File: src/rtl/core/assert_macros.svh
// Assertion macros shared by the block's modules.
`ifndef ASSERT_MACROS_SVH
`define ASSERT_MACROS_SVH

// A property that must hold at every clock edge outside reset.
`define MSSP_ASSERT(lbl, clk, rst_n, prop) \
  lbl: assert property (@(posedge clk) disable iff (!rst_n) (prop)) \
    else $error("assertion failed");

// An implication that must hold at every clock edge outside reset.
`define MSSP_ASSERT_NEXT(lbl, clk, rst_n, ante, cons) \
  lbl: assert property (@(posedge clk) disable iff (!rst_n) (ante) |=> (cons)) \
    else $error("assertion failed");

`endif

File: src/rtl/core/mssp_pkg.sv
`default_nettype none
package mssp_pkg;

  localparam int POOL_ENTRIES = 16;
  localparam int MAX_STACKS   = 8;
  localparam int DATA_WIDTH   = 32;

  localparam int IDX_W       = $clog2(POOL_ENTRIES);
  localparam int PTR_W       = $clog2(POOL_ENTRIES + 1);
  localparam int STACK_IDX_W = (MAX_STACKS > 1) ? $clog2(MAX_STACKS) : 1;

  localparam int OPCODE_W    = 1;
  localparam int STACK_NUM_W = 3;
  localparam int VALUE_W     = 32;
  localparam int STATUS_W    = 2;
  localparam int CFG_W       = 4;

  localparam logic [CFG_W-1:0] CFG_RESET = CFG_W'(8);

  typedef enum logic [OPCODE_W-1:0] {
    OP_PUSH = 1'b0,
    OP_POP  = 1'b1
  } opcode_e;

  typedef enum logic [STATUS_W-1:0] {
    ST_OK        = 2'd0,
    ST_FULL      = 2'd1,
    ST_BAD_STACK = 2'd2,
    ST_EMPTY     = 2'd3
  } status_e;

  typedef struct packed {
    logic accept;
    logic commit;
  } mssp_cmd_t;

endpackage
`default_nettype wire

File: src/rtl/core/mssp_datapath.sv
`default_nettype none
`include "assert_macros.svh"
module mssp_datapath (
  input  wire logic                               clk_i,
  input  wire logic                               rst_ni,
  input  wire mssp_pkg::mssp_cmd_t                cmd_i,
  input  wire logic                               cfg_we_i,
  input  wire logic [mssp_pkg::CFG_W-1:0]         cfg_wdata_i,
  input  wire logic [mssp_pkg::OPCODE_W-1:0]      opcode_i,
  input  wire logic [mssp_pkg::STACK_NUM_W-1:0]   stack_number_i,
  input  wire logic signed [mssp_pkg::VALUE_W-1:0] push_value_i,
  output logic signed [mssp_pkg::VALUE_W-1:0]     popped_value_o,
  output logic [mssp_pkg::STATUS_W-1:0]           status_o
);
  import mssp_pkg::*;

  localparam logic [PTR_W-1:0] NULL_PTR = PTR_W'(POOL_ENTRIES);

  logic [CFG_W-1:0]       cfg_q;
  logic [PTR_W-1:0]       free_head_q;
  logic [PTR_W-1:0]       top_q [MAX_STACKS];
  logic [POOL_ENTRIES-1:0] link_vld_q;

  logic [PTR_W-1:0]       link_mem [POOL_ENTRIES];
  logic [DATA_WIDTH-1:0]  data_mem [POOL_ENTRIES];

  opcode_e                op_q;
  logic [STACK_IDX_W-1:0] sn_q;
  logic [DATA_WIDTH-1:0]  val_q;
  logic [PTR_W-1:0]       e_q;
  status_e                status_q;
  logic [PTR_W-1:0]       rd_link_q;
  logic                   rd_link_vld_q;
  logic [DATA_WIDTH-1:0]  rd_data_q;
  logic [VALUE_W-1:0]     out_value_q;
  status_e                out_status_q;

  logic [STACK_IDX_W-1:0] sn_idx;
  logic                   sn_valid;
  logic [PTR_W-1:0]       e_d;
  status_e                status_d;
  logic [IDX_W-1:0]       rd_addr;
  logic [IDX_W-1:0]       wr_addr;
  logic [PTR_W-1:0]       link_raw;
  logic [PTR_W-1:0]       nxt;
  logic                   commit_ok;

  always_comb begin
    sn_idx   = STACK_IDX_W'(stack_number_i);
    sn_valid = (int'(stack_number_i) < int'(cfg_q)) && (int'(stack_number_i) < MAX_STACKS);
    e_d      = (opcode_e'(opcode_i) == OP_POP) ? top_q[sn_idx] : free_head_q;
    if (!sn_valid) begin
      status_d = ST_BAD_STACK;
    end else if (e_d >= NULL_PTR) begin
      status_d = (opcode_e'(opcode_i) == OP_POP) ? ST_EMPTY : ST_FULL;
    end else begin
      status_d = ST_OK;
    end
    rd_addr   = e_d[IDX_W-1:0];
    wr_addr   = e_q[IDX_W-1:0];
    link_raw  = rd_link_vld_q ? rd_link_q : (e_q + PTR_W'(1));
    nxt       = (link_raw < NULL_PTR) ? link_raw : NULL_PTR;
    commit_ok = cmd_i.commit && (status_q == ST_OK);
  end

  always_ff @(posedge clk_i or negedge rst_ni) begin
    if (!rst_ni) begin
      cfg_q       <= CFG_RESET;
      free_head_q <= '0;
      link_vld_q  <= '0;
      status_q    <= ST_OK;
      e_q         <= '0;
      for (int i = 0; i < MAX_STACKS; i++) begin
        top_q[i] <= NULL_PTR;
      end
    end else begin
      if (cfg_we_i) begin
        cfg_q <= cfg_wdata_i;
      end
      if (cmd_i.accept) begin
        status_q <= status_d;
        e_q      <= e_d;
      end
      if (commit_ok) begin
        link_vld_q[wr_addr] <= 1'b1;
        if (op_q == OP_PUSH) begin
          free_head_q <= nxt;
          top_q[sn_q] <= e_q;
        end else begin
          free_head_q <= e_q;
          top_q[sn_q] <= nxt;
        end
      end
    end
  end

  always_ff @(posedge clk_i) begin
    if (cmd_i.accept) begin
      op_q          <= opcode_e'(opcode_i);
      sn_q          <= sn_idx;
      val_q         <= DATA_WIDTH'($unsigned(push_value_i));
      rd_link_q     <= link_mem[rd_addr];
      rd_link_vld_q <= link_vld_q[rd_addr];
      rd_data_q     <= data_mem[rd_addr];
    end
    if (commit_ok) begin
      if (op_q == OP_PUSH) begin
        data_mem[wr_addr] <= val_q;
        link_mem[wr_addr] <= top_q[sn_q];
      end else begin
        link_mem[wr_addr] <= free_head_q;
      end
    end
    if (cmd_i.commit) begin
      out_value_q  <= (commit_ok && op_q == OP_POP) ? VALUE_W'(rd_data_q) : '0;
      out_status_q <= status_q;
    end
  end

  assign popped_value_o = out_value_q;
  assign status_o       = out_status_q;

  `MSSP_ASSERT(a_ok_entry_in_pool, clk_i, rst_ni, (status_q != ST_OK) || (e_q < NULL_PTR))
  `MSSP_ASSERT_NEXT(a_push_moves_free_head, clk_i, rst_ni,
                    commit_ok && (op_q == OP_PUSH), free_head_q != $past(e_q))

endmodule
`default_nettype wire

File: src/rtl/core/mssp_ctrl.sv
`default_nettype none
`include "assert_macros.svh"
module mssp_ctrl (
  input  wire logic                clk_i,
  input  wire logic                rst_ni,
  input  wire logic                in_valid_i,
  output logic                     in_stall_o,
  output logic                     out_valid_o,
  input  wire logic                out_stall_i,
  output mssp_pkg::mssp_cmd_t      cmd_o
);
  import mssp_pkg::*;

  typedef enum logic {
    S_IDLE,
    S_EXEC
  } state_e;

  state_e state_q;
  logic   out_valid_q;

  always_comb begin
    cmd_o.accept = in_valid_i && (state_q == S_IDLE);
    cmd_o.commit = (state_q == S_EXEC) && (!out_valid_q || !out_stall_i);
  end

  always_ff @(posedge clk_i or negedge rst_ni) begin
    if (!rst_ni) begin
      state_q     <= S_IDLE;
      out_valid_q <= 1'b0;
    end else begin
      case (state_q)
        S_IDLE: begin
          if (cmd_o.accept) begin
            state_q <= S_EXEC;
          end
        end
        S_EXEC: begin
          if (cmd_o.commit) begin
            state_q <= S_IDLE;
          end
        end
        default: begin
          state_q <= S_IDLE;
        end
      endcase
      if (cmd_o.commit) begin
        out_valid_q <= 1'b1;
      end else if (!out_stall_i) begin
        out_valid_q <= 1'b0;
      end
    end
  end

  assign in_stall_o  = (state_q != S_IDLE);
  assign out_valid_o = out_valid_q;

  `MSSP_ASSERT_NEXT(a_accept_blocks_input, clk_i, rst_ni, cmd_o.accept, in_stall_o)
  `MSSP_ASSERT_NEXT(a_commit_shows_result, clk_i, rst_ni, cmd_o.commit,
                    out_valid_o && !in_stall_o)
  `MSSP_ASSERT(a_no_overlap, clk_i, rst_ni, !(cmd_o.accept && cmd_o.commit))

endmodule
`default_nettype wire

File: src/rtl/core/multi_stack_shared_pool.sv
`default_nettype none
// Several stacks share one pool of entries held on linked lists. Each request is a push or a
// pop on one stack and gives exactly one result with a status code. When a request is taken,
// the top or free-list pointer is selected and the link and data stores are read into
// registers; the execute state then updates the lists and loads the output register. A new
// request is not taken until the last one has updated the lists, and a result left waiting in
// the output register holds the next request in its execute state. The user must write the
// stacks-in-use register only while no request is in flight; the block does not enforce this.
module multi_stack_shared_pool (
  input  wire logic                                clk_i,
  input  wire logic                                rst_ni,
  input  wire logic                                cfg_we_i,
  input  wire logic [mssp_pkg::CFG_W-1:0]          cfg_wdata_i,
  input  wire logic                                in_valid_i,
  output logic                                     in_stall_o,
  input  wire logic [mssp_pkg::OPCODE_W-1:0]       opcode_i,
  input  wire logic [mssp_pkg::STACK_NUM_W-1:0]    stack_number_i,
  input  wire logic signed [mssp_pkg::VALUE_W-1:0] push_value_i,
  output logic                                     out_valid_o,
  input  wire logic                                out_stall_i,
  output logic signed [mssp_pkg::VALUE_W-1:0]      popped_value_o,
  output logic [mssp_pkg::STATUS_W-1:0]            status_o
);
  import mssp_pkg::*;

  mssp_cmd_t cmd;

  mssp_ctrl u_ctrl (
    .clk_i       (clk_i),
    .rst_ni      (rst_ni),
    .in_valid_i  (in_valid_i),
    .in_stall_o  (in_stall_o),
    .out_valid_o (out_valid_o),
    .out_stall_i (out_stall_i),
    .cmd_o       (cmd)
  );

  mssp_datapath u_datapath (
    .clk_i          (clk_i),
    .rst_ni         (rst_ni),
    .cmd_i          (cmd),
    .cfg_we_i       (cfg_we_i),
    .cfg_wdata_i    (cfg_wdata_i),
    .opcode_i       (opcode_i),
    .stack_number_i (stack_number_i),
    .push_value_i   (push_value_i),
    .popped_value_o (popped_value_o),
    .status_o       (status_o)
  );

endmodule
`default_nettype wire

File: config.mk
export PLATFORM = sky130hd
export DESIGN_NAME = multi_stack_shared_pool
export DESIGN_NICKNAME = d
export VERILOG_FILES = /design/src/rtl/core/mssp_pkg.sv /design/src/rtl/core/mssp_datapath.sv /design/src/rtl/core/mssp_ctrl.sv /design/src/rtl/core/multi_stack_shared_pool.sv
export VERILOG_INCLUDE_DIRS = /design/src /design/src/rtl/core
export SDC_FILE = /design/constraint.sdc
export NUM_CORES = 1
export LEC_CHECK = 0
export ABC_AREA = 0
export BUFFER_PORTS_ARGS = -buffer_cell sky130_fd_sc_hd__buf_4
export CAP_MARGIN = 30
export CORE_ASPECT_RATIO = 1.4
export CORE_MARGIN = 2
export CORE_UTILIZATION = 50
export DETAILED_ROUTE_END_ITERATION = 10
export PLACE_DENSITY = 0.63
export SLEW_MARGIN = 20
export SYNTH_ARGS = -nofsm -noshare
export SYNTH_HDL_FRONTEND = slang
export SYNTH_SLANG_ARGS = --single-unit
File: constraint.sdc
create_clock -name clk_i -period 8.7 [get_ports clk_i]
set_input_delay 1.305 -clock clk_i [delete_from_list [all_inputs] [get_ports clk_i]]
set_output_delay 1.305 -clock clk_i [all_outputs]
set_load 0.1 [all_outputs]
=== Word-level counts from Yosys, hierarchy flattened ===
Memories as Yosys holds them, arrays and structs flattened. A register that Yosys moved wholly into a read port is not among the register bits.
Index checks and enable logic that the tools add are counted.

* Add/sub/neg operators: 1
* $lt $le $gt $ge: 9
* Equal/unequal tests: 1
* Mux-type cells: 34
* Bitwise gates (word level): 5
* Reductions and logical operators: 10

{| class="wikitable"
|+ Operators with widths
! kind !! count
|-
| $bwmux 40 || 2
|-
| $mux 5 || 10
|-
| $mux 40 || 1
|-
| $bmux 5 s3 || 2
|-
| $or 16x16->16 || 1
|-
| $demux 5 s3 || 1
|-
| $mux 1 || 12
|-
| $lt 4x5->1 const B || 2
|-
| $ge 4x4->1 const B || 2
|-
| $not 3->4 || 2
|-
| $logic_and 1x1->1 || 6
|-
| $mux 2 || 3
|-
| $add 5x1->5 const B || 1
|-
| $ge 5x5->1 const B || 1
|-
| $lt 5x5->1 const B || 1
|-
| $bmux 1 s4 || 1
|-
| $demux 1 s4 || 1
|-
| $ge 4x1->1 const B || 1
|-
| $lt 3x4->1 || 1
|-
| $lt 4x1->1 const B || 1
|-
| $logic_not 1->1 || 2
|-
| $logic_not 2->1 || 1
|-
| $ne 2x1->1 const B || 1
|-
| $pmux 1 s2 || 1
|-
| other kinds (3) || 3
|}

* Bits in registers: 145
* Bits in writable memories: 592
* Input bits: 45
* Word-level logic and storage cells: 83
* Memories kept: 2

{| class="wikitable"
|+ Memories
! memory !! depth !! bits a word !! read ports !! clocked after memory_dff !! wr ports !! RTL line !! source
|-
| u_datapath.data_mem || 16 || 32 || 1 || 1 || 1 || mssp_datapath.sv:25 || <nowiki>logic [DATA_WIDTH-1:0] data_mem [POOL_ENTRIES];</nowiki>
|-
| u_datapath.link_mem || 16 || 5 || 1 || 1 || 1 || mssp_datapath.sv:24 || <nowiki>logic [PTR_W-1:0] link_mem [POOL_ENTRIES];</nowiki>
|}

=== Logic depth before layout (Yosys ltp) ===
* Depth after elaboration: 8
* Mapped depth: 9
* Mapped depth without buffers: 7

=== Modules after synthesis ===
Synthesis repeated with hierarchy kept, for this count alone.

* Cells, all modules: 2,771
* Area, all modules: 36,495.0 µm²

{| class="wikitable"
|+ Modules (own cells, without submodules)
! module !! instances !! cells each !! area an instance (µm²) !! seq. area each (µm²)
|-
| mssp_datapath || 1 || 2,765 || 36,411.2 || 22,833.1
|-
| mssp_ctrl || 1 || 6 || 83.8 || 50.0
|}

=== Worst setup path before layout ===
Ideal clock, no wire load.

* Kind: input -> register
* Start point: input out_stall_i
* End point: memory u_datapath.data_mem[15][0] (enable)
* Setup time: 0.461 ns
* Arrival time: 4.404 ns
* Data required time: 8.239 ns
* Path slack: 3.835 ns
* Cell stages on the path: 6
* Buffers on the path: 1
* Cell sequence: nand2_1 nand2_1 nor3_1 clkbuf_1 nand2_1 nor3_1

* Cells in the longest elaborated chain, start to end: 6

{| class="wikitable"
|+ Ends and longest elaborated chain
! item !! RTL line !! source
|-
| from (decl) || multi_stack_shared_pool.sv:20 || <nowiki>input wire logic out_stall_i,</nowiki>
|-
| $logic_not 1->1 || mssp_ctrl.sv:24 || <nowiki>cmd_o.commit = (state_q == S_EXEC) && (!out_valid_q || !out_stall_i);</nowiki>
|-
| $logic_or 1x1->1 || mssp_ctrl.sv:24 ||
|-
| $logic_and 1x1->1 || mssp_ctrl.sv:24 ||
|-
| $logic_and 1x1->1 || mssp_datapath.sv:63 || <nowiki>commit_ok = cmd_i.commit && (status_q == ST_OK);</nowiki>
|-
| $mux 1 || mssp_datapath.sv:106 || <nowiki>if (commit_ok) begin</nowiki>
|-
| $mux 1 (implied by the code) || mssp_datapath.sv:108 || <nowiki>data_mem[wr_addr] <= val_q;</nowiki>
|-
| to (decl) || mssp_datapath.sv:25 ||
|}

No other way between the ends.

=== Worst setup path in the final report ===
* Start point: input stack_number_i[1] (netlist name)
* End point: register u_datapath.rd_link_q[1], read port of u_datapath.link_mem (data pin)

* Cells in the longest elaborated chain, start to end: 5

{| class="wikitable"
|+ Ends and longest elaborated chain
! item !! RTL line !! source
|-
| from (decl) || multi_stack_shared_pool.sv:17 || <nowiki>input wire logic [mssp_pkg::STACK_NUM_W-1:0] stack_number_i,</nowiki>
|-
| $not 3->4 (implied by the code) || mssp_datapath.sv:51 || <nowiki>e_d = (opcode_e'(opcode_i) == OP_POP) ? top_q[sn_idx] : free_head_q;</nowiki>
|-
| $bmux 5 s3 || mssp_datapath.sv:51 ||
|-
| $mux 5 (implied by the code) (2 in a row) || mssp_datapath.sv:51 ||
|-
| $mux 5 || mssp_datapath.sv:51 ||
|-
| to (decl) || mssp_datapath.sv:32 || <nowiki>logic [PTR_W-1:0] rd_link_q;</nowiki>
|}

No other way between the ends. The select of a mux whose other input is x is not followed.
A chain may end at the register's enable or synchronous reset.

==> flow_summary.yaml <==
synth:
  synth_common_cells: "edfxtp_1, nand2_1, mux2i_1"
  ys_seq_elements: 774
  syn_area_um2: 37130
  synth_edf_count: 700
  ys_warn_count: 0
  syn_nets: 2766
  synth_cells: 2715
  ys_seq_area_frac: 0.6163
  ys.flop_type: "edfxtp_1"
  netlist-cell-type-count: 48
  avgSynthCellArea_um2: 13.68
  synthMostInstantiatedCell: "edfxtp_1"
  synth.top_cell.area_share: 0.5661
  synthTopCellsByArea: "edfxtp_1, mux2i_1, mux2_1"
  async_reset_ff_frac: 0.09561
  synth_top_area_cell: "edfxtp_1"
critical_path:
  start_kind: "input pin"
  crit_type: "input pin to register"
  required_ns: 9.06
  cpPeakStageDelay_ns: 0.59
  end_kind: "register"
  arrival_ns: 4.91
  path_cells: "buf_4 -> mux4_2 -> mux2_2 -> a21oi_4 -> buf_4 -> nand2b_2 -> buf_4 -> nor3_1 -> or4_1"
  crit_path_frequent_cell: "buf_4"
  slowest_stage: "buf_4"
  cpLargestDelayFamily: "buffers and inverters"
  critPathMaxFanout: 28
  worst-path-buf-inv: 3
routing:
  remaining_drc_errors: 0
  route.met2.wl_mm: 51.18
  drt_first_pass_iters: 6
  vias_per_cell: 6.322
  avgRoutedWirePerCell_um: 26.71
  ant_nets: 0
  num_vias: 23590
  routed_wl_mm: 99.67
  drt_iter0_markers: 2099
  wl_met3_mm: 5.372
  wl_met1_mm: 39.56
  top_layer: "met5"
place:
  dp_hpwl_mm: 50.86
  dpl.cell_count: 3585
  io_buffers: 80
  gp_congestion: 0.7848
floorplanning:
  ios: 81
  die_area_um2: 76490
  row_count: 118
  initial_core_util: 0.5030
  die_h_um: 326.4
  fp.dieW_um: 234.3
  core_area_um2: 73820
timing:
  min_period_over_period: 0.5235
  hold_violations: 0
  worst_pin_slew_ns: 1.023
  drv_slew: 0
  finalSetupViolCount: 0
  layout_min_cycle_time_ns: 4.554
  slew-limit-headroom: 0.3182
  fmaxAchievable_ghz: 0.2196
  fin_tns_setup_ns: 0
  grt_setup_unrepaired: "no"
  skew_ns: 0.02300
grt:
  grt_pass1_wl_mm: 148.1
  first_global_vias: 24220
  grt_start_max_net_pins: 189
  overflow: 0
  grt_use_total: 0.2589
  antenna_found_initial: 1
cts:
  postCtsSetupBuffers: 0
  path_clk_slew_ns: 0.06
  numClockSinks: 774
  postCtsHoldBufs: 0
  clock_latency_ns: 0.64
  cts_tree: "yes"
  root_buffer: "clkbuf_16"
  htreeDepth: 3
  ctsResizeCount: 0
  cts_buffers: 79
  ctsLongestPathBuffers: 3
layout:
  syn2layout_area_growth_pct: 11.08
  fin_cells: 3731
  antennaDiodeCount: 0
  drive_gt1_frac: 0.1508
  utilization: 0.5587
  layout.nets: 2759
outcome:
  status: "completed"
worst_hold_path:
  hold_class: "register to register"
run:
  maxCapViolCount: 0
power_and_ir_drop:
  p_leak_nw: 14.72
  peakVddDrop_mv: 0.2594
  powerDensity_nw_per_um2: 295.0
-- cell families (layout without fill, tap and decap cells) --
| logic type | Yosys count | after routing | share of synthesized area |
|---|---|---|---|
| AND/OR/NAND/NOR | 663 | 663 | 0.08340 |
| flip-flops | 774 | 774 | 0.6163 |
| XOR/XNOR | 1 | 1 | 0.0002359 |
| buffers and inverters | 236 | 292 | 0.02746 |
| adder cells (fa/ha/maj) | 6 | 6 | 0.002022 |
| multiplexers | 678 | 678 | 0.2008 |
| AO/OA/AOI/OAI | 357 | 357 | 0.06985 |
-- cell usage in the layout, fill, tap and decap left out, types with 33 or more instances in the layout --
master and count:
nor3_1 116, mux2_2 115, buf_4 115, and3_1 33, clkbuf_16 83, edfxtp_1 700
dfrtp_1 64, nand2_1 339, nor4_1 37, or4_1 38, mux2i_1 315, mux2_1 229
a22oi_1 305
-- routing by layer --
| layer | vias up | GRT usage |
|---|---|---|
| met1 | 12130 | 0.3257 |
| li1 | 10460 | - |
| met5 | - | 0 |
| met3 | 192 | 0.03003 |
| met4 | 2 | 0.1080 |
| met2 | 801 | 0.4513 |
-- final timing paths --
path / startpoint / endpoint / slack (ns) / depth (start not counted)
worst min-delay path: u_datapath.link_vld_q[9]$_DFFE_PN0P_ / u_datapath.link_vld_q[9]$_DFFE_PN0P_ / 0.49 / 1
worst max register to register: u_datapath.free_head_q[0]$_DFFE_PN0P_ / u_datapath.rd_data_q[19]$_DFFE_PP_ / 4.57 / 7
worst min register to register: u_datapath.link_vld_q[9]$_DFFE_PN0P_ / u_datapath.link_vld_q[9]$_DFFE_PN0P_ / 0.49 / 1
max in group asynchronous: rst_ni / u_datapath.link_vld_q[14]$_DFFE_PN0P_ / 7.54 / 2
worst max-delay path: stack_number_i[1] / u_datapath.rd_link_q[1]$_DFFE_PP_ / 4.15 / 9
min in group asynchronous: rst_ni / u_datapath.top_q[30]$_DFFE_PN0P_ / 0.56 / 1
-- power by group --
part           switching [mW]  leakage [nW]  internal, mW
Combinational            2.35          6.13          1.63
Clock                    1.45          1.28          1.98
Sequential              0.294          7.31          4.46
-- state kept, by name, summed over array words and instances, names as in the netlist --
name and flops:
u_datapath.link_mem 80, u_datapath.sn_q 3, u_datapath.free_head_q 5, u_datapath.rd_link_q 5, u_datapath.val_q 32, u_datapath.op_q 1
u_ctrl.out_valid_o 1, u_datapath.e_q 5, u_datapath.top_q 40, u_datapath.data_mem 512, u_datapath.cfg_q 4, u_ctrl.in_stall_o 1
u_datapath.popped_value_o 32, u_datapath.link_vld_q 16, u_datapath.status_o 2, u_datapath.status_q 2, u_datapath.rd_link_vld_q 1, u_datapath.rd_data_q 32
-- layout make-up --
cell class | instances | area, um2
repair buffers | 127 | 1109
inverters | 21 | 81.33
flip-flops and latches | 774 | 22890
well taps | 960 | 1201
clock inverters | 50 | 454.2
multi-input cells | 1705 | 13390
fillers | 5971 | 32580
clock buffers | 94 | 2128
-- stage by stage --
step / instance area (um2) / setup WS (ns) / total power, mW / hold WS (ns)
3_3_place_gp: 38590 / 3.612 / 8.684 / 0.4633
5_1_grt: 41250 / 4.077 / 12.66 / 0.5140
3_5_place_dp: 38620 / 3.530 / 8.779 / 0.4715
4_1_cts: 41200 / 4.209 / 12.22 / 0.4876
6_report: 41250 / 4.146 / 12.17 / 0.4905
2_1_floorplan: 37130 / 3.835 / 7.715 / 0.4477
(Power assumes the default switching activity.)
